`src/rtl/s3264_pkg.sv`:
```
// ----------------------------------------------------------------------------
// s3264_pkg: shared types, constants and functions
// Round function and key schedule step of the Simon 32/64 cipher.
// ----------------------------------------------------------------------------
package s3264_pkg;

	localparam int MAX_ROUNDS_DEF = 32;
	localparam int KEY_W          = 64;
	localparam int RCNT_W         = 6;
	localparam int BLK_W          = 32;
	localparam int WORD_W         = 16;

	localparam logic [63:0] Z0_SEQ      = 64'h19c3522fb386a45f;
	localparam logic [15:0] SCHED_CONST = 16'hFFFC;
	localparam int          Z_PERIOD    = 62;

	localparam logic [RCNT_W-1:0] RCNT_RESET = 6'd32;

	typedef logic [BLK_W-1:0]        blk_t;
	typedef logic [WORD_W-1:0]       word_t;
	// [0] is the round key used next, [3] the newest schedule word
	typedef logic [3:0][WORD_W-1:0]  keyw_t;

	typedef enum logic [0:0] {
		REG_CIPHER_KEY  = 1'b0,
		REG_ROUND_COUNT = 1'b1
	} reg_idx_t;

	// One Feistel round; result is {new left, new right}
	function automatic blk_t round_fn(blk_t blk, word_t rk);
		word_t l;
		word_t r;
		word_t f;
		l = blk[31:16];
		r = blk[15:0];
		f = ({l[14:0], l[15]} & {l[7:0], l[15:8]}) ^ {l[13:0], l[15:14]};
		return {r ^ f ^ rk, l};
	endfunction

	// Advance the key window by one word
	function automatic keyw_t key_step(keyw_t k, logic zb);
		word_t t;
		word_t knew;
		t    = {k[3][2:0], k[3][15:3]} ^ k[1];
		t    = t ^ {t[0], t[15:1]};
		knew = k[0] ^ t ^ {15'd0, zb} ^ SCHED_CONST;
		return {knew, k[3], k[2], k[1]};
	endfunction

endpackage

```
`src/rtl/s3264_if.sv`:
```
// ----------------------------------------------------------------------------
// s3264 stream interfaces
// Valid/ready channels for plaintext and ciphertext words.
// ----------------------------------------------------------------------------
interface s3264_pt_if;
	logic                valid;
	logic                ready;
	s3264_pkg::blk_t     plaintext_block;

	modport source (output valid, output plaintext_block, input ready);
	modport sink   (input valid, input plaintext_block, output ready);
endinterface

interface s3264_ct_if;
	logic                valid;
	logic                ready;
	s3264_pkg::blk_t     ciphertext_block;

	modport source (output valid, output ciphertext_block, input ready);
	modport sink   (input valid, input ciphertext_block, output ready);
endinterface

```
`src/rtl/simon_32_64_block_encrypt.sv`:
```
// ----------------------------------------------------------------------------
// simon_32_64_block_encrypt: Simon 32/64 encryption pipeline
// Unrolled round pipeline, one round per stage and one key schedule step in every stage but the last.
// ----------------------------------------------------------------------------
// Usage:
//   plain  : valid/ready sink, one 32-bit plaintext word per handshake.
//   cipher : valid/ready source, one 32-bit ciphertext word per plaintext.
//   cfg_*  : write port; index 0 is the 64-bit key, index 1 the round count
//            (values above MAX_ROUNDS act as MAX_ROUNDS). Write only while idle.
// A plaintext word passes through the MAX_ROUNDS stage registers (32 by default)
// before ciphertext valid. Throughput is one word per cycle: each of the
// stages holds one word, so a new word enters every cycle while the pipeline
// moves.
// The round keys are generated alongside the data, so each stage carries
// the four-word key window it needs; no key table is precomputed.
// Reset clears all stage valid bits, sets the key to zero and the round
// count to 32. When cipher.ready is low with a word on the output, the whole
// pipeline holds and plain.ready drops; nothing is lost or repeated.
// ----------------------------------------------------------------------------
module simon_32_64_block_encrypt #(
	parameter int MAX_ROUNDS = s3264_pkg::MAX_ROUNDS_DEF
) (
	input  logic                             clk,
	input  logic                             arst_n,
	s3264_pt_if.sink                         plain,
	s3264_ct_if.source                       cipher,
	input  logic                             cfg_wr_en,
	input  s3264_pkg::reg_idx_t              cfg_index,
	input  logic [s3264_pkg::KEY_W-1:0]      cfg_wdata
);

	localparam int RCW = $clog2(MAX_ROUNDS + 1);

	logic [s3264_pkg::KEY_W-1:0]  cipher_key_q;
	logic [s3264_pkg::RCNT_W-1:0] round_count_q;
	logic [RCW-1:0]               rounds_sat;
	logic                         adv;

	logic                valid_s [1:MAX_ROUNDS];
	s3264_pkg::blk_t     blk_s   [1:MAX_ROUNDS];
	s3264_pkg::keyw_t    key_s   [1:MAX_ROUNDS-1];
	logic [RCW-1:0]      nrnd_s  [1:MAX_ROUNDS-1];

	always_ff @(posedge clk or negedge arst_n) begin
		if (!arst_n) begin
			cipher_key_q  <= '0;
			round_count_q <= s3264_pkg::RCNT_RESET;
		end else if (cfg_wr_en) begin
			case (cfg_index)
				s3264_pkg::REG_CIPHER_KEY:  cipher_key_q  <= cfg_wdata;
				s3264_pkg::REG_ROUND_COUNT: round_count_q <= cfg_wdata[s3264_pkg::RCNT_W-1:0];
				default: ;
			endcase
		end
	end

	assign rounds_sat = (round_count_q > s3264_pkg::RCNT_W'(MAX_ROUNDS))
		? RCW'(MAX_ROUNDS) : round_count_q[RCW-1:0];

	// Advance the whole pipeline unless the output word is stalled
	assign adv          = !valid_s[MAX_ROUNDS] || cipher.ready;
	assign plain.ready  = adv;

	assign cipher.valid            = valid_s[MAX_ROUNDS];
	assign cipher.ciphertext_block = blk_s[MAX_ROUNDS];

	for (genvar j = 1; j <= MAX_ROUNDS; j++) begin : g_stage
		localparam logic [RCW-1:0] RIDX = RCW'(j - 1);
		localparam logic           ZB   = s3264_pkg::Z0_SEQ[(j - 1) % s3264_pkg::Z_PERIOD];

		logic              src_valid;
		s3264_pkg::blk_t   src_blk;
		s3264_pkg::keyw_t  src_key;
		logic [RCW-1:0]    src_nrnd;
		s3264_pkg::blk_t   nxt_blk;

		if (j == 1) begin : g_first
			assign src_valid = plain.valid;
			assign src_blk   = plain.plaintext_block;
			assign src_key   = s3264_pkg::keyw_t'(cipher_key_q);
			assign src_nrnd  = rounds_sat;
		end else begin : g_mid
			assign src_valid = valid_s[j-1];
			assign src_blk   = blk_s[j-1];
			assign src_key   = key_s[j-1];
			assign src_nrnd  = nrnd_s[j-1];
		end

		// Skip the round once the configured count is reached
		assign nxt_blk = (RIDX < src_nrnd)
			? s3264_pkg::round_fn(src_blk, src_key[0]) : src_blk;

		always_ff @(posedge clk or negedge arst_n) begin
			if (!arst_n) begin
				valid_s[j] <= 1'b0;
			end else if (adv) begin
				valid_s[j] <= src_valid;
			end
		end

		always_ff @(posedge clk) begin
			if (adv) begin
				blk_s[j] <= nxt_blk;
			end
		end

		if (j < MAX_ROUNDS) begin : g_key
			always_ff @(posedge clk) begin
				if (adv) begin
					key_s[j]  <= s3264_pkg::key_step(src_key, ZB);
					nrnd_s[j] <= src_nrnd;
				end
			end
		end
	end

endmodule

```
`src/flat_wrapper.sv`:
```
// flat-port wrapper written by rule: the top's interface ports become plain ports
module simon_32_64_block_encrypt_flat 
#(
	parameter int MAX_ROUNDS = s3264_pkg::MAX_ROUNDS_DEF
)
  (clk, arst_n, cfg_wr_en, cfg_index, cfg_wdata, plain_valid, plain_plaintext_block, plain_ready, cipher_valid, cipher_ciphertext_block, cipher_ready);
  s3264_pt_if plain_i ();
  s3264_ct_if cipher_i ();
  input  logic clk;
  input  logic arst_n;
  input  logic cfg_wr_en;
  input  s3264_pkg::reg_idx_t cfg_index;
  input  logic [s3264_pkg::KEY_W-1:0] cfg_wdata;
  input wire logic [$bits(plain_i.valid)-1:0] plain_valid;
  input wire logic [$bits(plain_i.plaintext_block)-1:0] plain_plaintext_block;
  output wire logic [$bits(plain_i.ready)-1:0] plain_ready;
  output wire logic [$bits(cipher_i.valid)-1:0] cipher_valid;
  output wire logic [$bits(cipher_i.ciphertext_block)-1:0] cipher_ciphertext_block;
  input wire logic [$bits(cipher_i.ready)-1:0] cipher_ready;
  assign plain_i.valid = plain_valid;
  assign plain_i.plaintext_block = plain_plaintext_block;
  assign plain_ready = plain_i.ready;
  assign cipher_valid = cipher_i.valid;
  assign cipher_ciphertext_block = cipher_i.ciphertext_block;
  assign cipher_i.ready = cipher_ready;
  simon_32_64_block_encrypt #(.MAX_ROUNDS(MAX_ROUNDS)) u_core (.clk(clk), .arst_n(arst_n), .plain(plain_i), .cipher(cipher_i), .cfg_wr_en(cfg_wr_en), .cfg_index(cfg_index), .cfg_wdata(cfg_wdata));
endmodule
```
`config.mk`:
```
export PLATFORM = sky130hd
export DESIGN_NAME = simon_32_64_block_encrypt_flat
export DESIGN_NICKNAME = d
export VERILOG_FILES = /design/src/rtl/s3264_pkg.sv /design/src/rtl/s3264_if.sv /design/src/rtl/simon_32_64_block_encrypt.sv /design/src/flat_wrapper.sv
export SDC_FILE = /design/constraint.sdc
export NUM_CORES = 2
export LEC_CHECK = 0
export ABC_CLOCK_PERIOD_IN_PS = 93300
export BUFFER_PORTS_ARGS = -buffer_cell sky130_fd_sc_hd__buf_2
export CORE_MARGIN = 2
export CORE_UTILIZATION = 30
export CTS_CLUSTER_DIAMETER = 40
export DETAILED_ROUTE_END_ITERATION = 10
export MAX_ROUTING_LAYER = met4
export PLACE_DENSITY = 0.56
export SLEW_MARGIN = 10
export SYNTH_ARGS = -nofsm -noshare
export SYNTH_HDL_FRONTEND = slang
export SYNTH_SLANG_ARGS = --single-unit
```
`constraint.sdc`:
```
create_clock -name clk -period 93.3 [get_ports clk]
set_input_delay 23.325 -clock clk [delete_from_list [all_inputs] [get_ports clk]]
set_output_delay 23.325 -clock clk [all_outputs]
set_load 0.02 [all_outputs]
```
* After elaboration in Yosys (flattened, before gate mapping)
Memory sizes are Yosys's and may differ from the RTL's.
Cells that the tools add are included.
** Operators by class
- $lt $le $gt $ge :: 33
- Multiplexer cells :: 35
- Bitwise logic cells :: 269
- Reductions and logical operators :: 4
** Operators by type and width (count)
- 16-bit XOR :: 189
- 32-bit 2-to-1 mux :: 32
- 16-bit AND :: 32
- 14-bit NOT :: 31
- 5-bit by 6-bit less-than comparator with 1-bit output (first input constant) :: 16
- 4-bit by 6-bit less-than comparator with 1-bit output (first input constant) :: 8
- 3-bit by 6-bit less-than comparator with 1-bit output (first input constant) :: 4
- 1-bit NOT :: 17
- 1-bit by 6-bit less-than comparator with 1-bit output (first input constant) :: 2
- 2-bit by 6-bit less-than comparator with 1-bit output (first input constant) :: 2
- 6-bit > comparator (second input constant) :: 1
- 6-bit 2-to-1 mux :: 1
- 2-bit AND reduction :: 2
- 1-bit 2-to-1 mux :: 2
- 1-bit logical NOT :: 1
- 1-bit logical OR :: 1
** Storage, ports and cells
- Register bits :: 102
- Bits in writable memories :: 3194
- Input bits :: 102
- Output and inout port bits :: 34
- Word-level logic and storage cells :: 378
- Memories :: 3
** Memory list
- u_core.key_s :: words 31, bits a word 64, read ports 31, clocked after Yosys merged registers in 0, write ports 31, RTL line simon_32_64_block_encrypt.sv:41 : s3264_pkg::keyw_t key_s [1:MAX_ROUNDS-1];
- u_core.blk_s :: words 32, bits a word 32, read ports 32, clocked after Yosys merged registers in 0, write ports 32, RTL line simon_32_64_block_encrypt.sv:40 : s3264_pkg::blk_t blk_s [1:MAX_ROUNDS];
- u_core.nrnd_s :: words 31, bits a word 6, read ports 31, clocked after Yosys merged registers in 0, write ports 31, RTL line simon_32_64_block_encrypt.sv:42 : logic [RCW-1:0] nrnd_s [1:MAX_ROUNDS-1];

* Logic depth before layout (Yosys ltp)
- Depth after elaboration :: 5
- Mapped depth :: 6
- Depth with buffers taken out :: 4

* Worst setup path before layout
No wires, ideal clock.
- Path kind :: input-to-output
- Start :: input cipher_ready
- End :: output plain_ready
- Data arrival time :: 58.763 ns
- Data required time :: 69.975 ns
- Slack :: 11.212 ns
- Stages :: 3
- Path buffers :: 2
- Path through :: nand2b_1 -> clkbuf_1 -> buf_2
** On the way
- Longest elaborated chain between the ends :: 1
** Ends and longest elaborated chain
- from (decl) :: RTL line flat_wrapper.sv:19 : input wire logic [$bits(cipher_i.ready)-1:0] cipher_ready;
- 1-bit logical OR :: RTL line simon_32_64_block_encrypt.sv:61 : assign adv = !valid_s[MAX_ROUNDS] || cipher.ready;
- to (decl) :: RTL line flat_wrapper.sv:16 : output wire logic [$bits(plain_i.ready)-1:0] plain_ready;
Every way passes these cells.

* Worst setup path after layout
Ends and elaborated chain as after synthesis.

==> results.cfg <==
[worst_setup_path]
crit_path_top_delay_cell = nand2b_4
worst-path-max-fanout = 33
critical_path_class = input port to output pin
max_stage_delay_ps = 410
reg2reg_depth = 8
r2r_slack_ps = 85940
cp_common_cell = buf_2
r2r-end = u_core.key_s[0][1741]
cp.required_ps = 69970
r2r-start = u_core.cipher.valid
endpoint_kind = output pin
path_cells = buf_2, nand2b_4, buf_2
critPathArrivalTime_ps = 24080
crit_path_start_kind = input port

[floorplanning]
fp.dieH_um = 678
core_area_um2 = 453000
start_util_pct = 30.1
dieArea_um2 = 460000
die_w_um = 678
io-pin-count = 136
rows = 247

[timing]
tightest_slew_ps = 1270
finalCritPeriodShare_pct = 50.8
drv_slew = 0
finalWorstSetupSlack_ps = 45900
finalSetupViolCount = 0
skew_ps = 139
hold_viol_final = 0
timing.final.crit_period_ps = 47400
rsz0062_at_grt = false
maxSlewHeadroom_pct = 14.8
fmax_mhz = 21.1
fin_setup_tns_ps = 0

[global_routing]
grt_start_max_net_pins = 192
grt_pass1_wl_mm = 486
grt_pass1_vias = 66131
overflow = 0
grt_usage_pct = 14.8
antenna_found_initial = 5

[clock_network]
numClockSinks = 3195
post_cts_resized = 0
cts_buffers = 429
root_buffer = clkbuf_16
clock_latency_ps = 1030
ctsHtreeMaxLevel = 5
cts_max_path_buffers = 4
cts_setup_buffers = 0
cts.clk_slew.worst_paths_ps = 60
cts_tree = done
hold_buffers = 0

[routing]
routed_wl_mm = 339
via_per_inst = 4.32
drcViolationCount = 0
routed-via-count = 63816
ant_nets = 0
first_pass_iters = 5
avgRoutedWirePerCell_um = 23.0
initialDrtViolationCount = 5023

[place]
placed_cells = 13976
gp_congestion = 0.841
io_buffers = 135
dp_slack_ps = 45840
dp_hpwl_mm = 254

[logic_synthesis]
yosys_warnings = 0
seq_area_frac_synth_pct = 69.9
synth.distinct_cells = 46
syn_avg_cell_area_um2 = 17.2
synth-seq-cells = 3195
synth_area_um2 = 136000
ys_async_sr_fraction_pct = 3.19
syn-instance-count = 7943
yosys_most_used_dff = edfxtp_1
synth_nets = 8045
synth_edf_count = 3093

[run]
max_cap_violations = 0

[final_layout]
register_area_um2 = 95400
multi_input_area_um2 = 40400
stdcell_count = 14775
drive_gt1_share_pct = 23.0
fill_cells = 42448
syn_to_final_growth_pct = 16.5
most-common-layout-cells = 3093 x edfxtp_1, 2486 x xnor2_1, 1098 x mux2_2
postLayoutCoreUtil_pct = 35.1
finalNetCount = 8533
final_common_cell = edfxtp_1

[hold_path]
min_path_type = flop to flop
hold_start = u_core.key_s[0][1261]
hold_end = u_core.key_s[0][1309]
min_path_cells = 0

[outcome]
status = finished, final reports clean
per-layer routing:
metal | track usage [%] | vias up | part of all wire (%)
li1 | - | 29616 | -
met1 | 17.6 | 32354 | 41
met2 | 26.0 | 1288 | 52
met3 | 2.00 | 558 | 3.7
met4 | 4.72 | 0 | 3.4
met5 | - | - | 0
worst max-delay path, delay by kind of cell:
| family | cells | cell delay [ps] |
|---|---|---|
| simple gates | 1 | 410 |
| buf+inv | 2 | 340 |
stage by stage:
step                      hold slack (ps)  area (µm²)
after floorplan                       400      136000
after global placement                400      145000
after detailed placement              405      145000
after CTS                             344      159000
after global routing                  362      159000
final                                 348      159000
worst max path at each step:
stage | depth (start not counted) | from | endpoint
floorplan | 3 | cipher_ready | plain_ready
global placement | 3 | cipher_ready | plain_ready
detailed placement | 3 | cipher_ready | plain_ready
CTS | 3 | cipher_ready | plain_ready
global route | 3 | cipher_ready | plain_ready
finish | 3 | cipher_ready | plain_ready
flip-flops by register name, summed over array words and instances, names as in the netlist:
register	flops
u_core.nrnd_s	181
u_core.round_count_q	6
u_core.cipher_key_q	64
u_core.key_s	1888
u_core.cipher.valid	1
u_core.blk_s	1024
u_core.g_stage.src_valid	31
area by class of cell:
cell class                      instances  share of cell area, %
Multi-Input combinational cell       4605                   25.4
Tap cell                             5976                   4.70
Antenna cell                            3                0.00472
Timing Repair Buffer                  200                  0.773
Sequential cell                      3195                   60.0
Clock buffer                          494                   6.96
Clock inverter                        302                   2.10
Yosys cell counts (6+ instances only):
master / n / share of area, %
edfxtp_1: 3093 / 68
xnor2_1: 2486 / 16
mux2_2: 1098 / 9.1
nand2_1: 523 / 1.4
xor2_1: 394 / 2.5
dfrtp_1: 101 / 1.9
buf_2: 63 / 0.23
buf_4: 38 / 0.21
nor2_1: 24 / 0.066
a21oi_1: 21 / 0.077
buf_1: 21 / 0.058
clkbuf_1: 15 / 0.041
mux2_1: 11 / 0.091
buf_6: 6 / 0.050
nor2b_1: 6 / 0.028
cells by family (layout without fill, tap and decap cells):
group           Yosys count  in the layout  synth area share (%)
flops                  3195           3195                  69.9
xor+xnor               2880           2880                  18.5
buf+inv                 143            996                 0.589
compound gates           45             45                 0.225
other cells               0              3                     0
mux                    1109           1109                  9.15
simple gates            571            571                  1.62
Power is left out: the tool's default activity adds up to more than one toggle a clock period on the data nets, which glitch-free logic cannot reach.
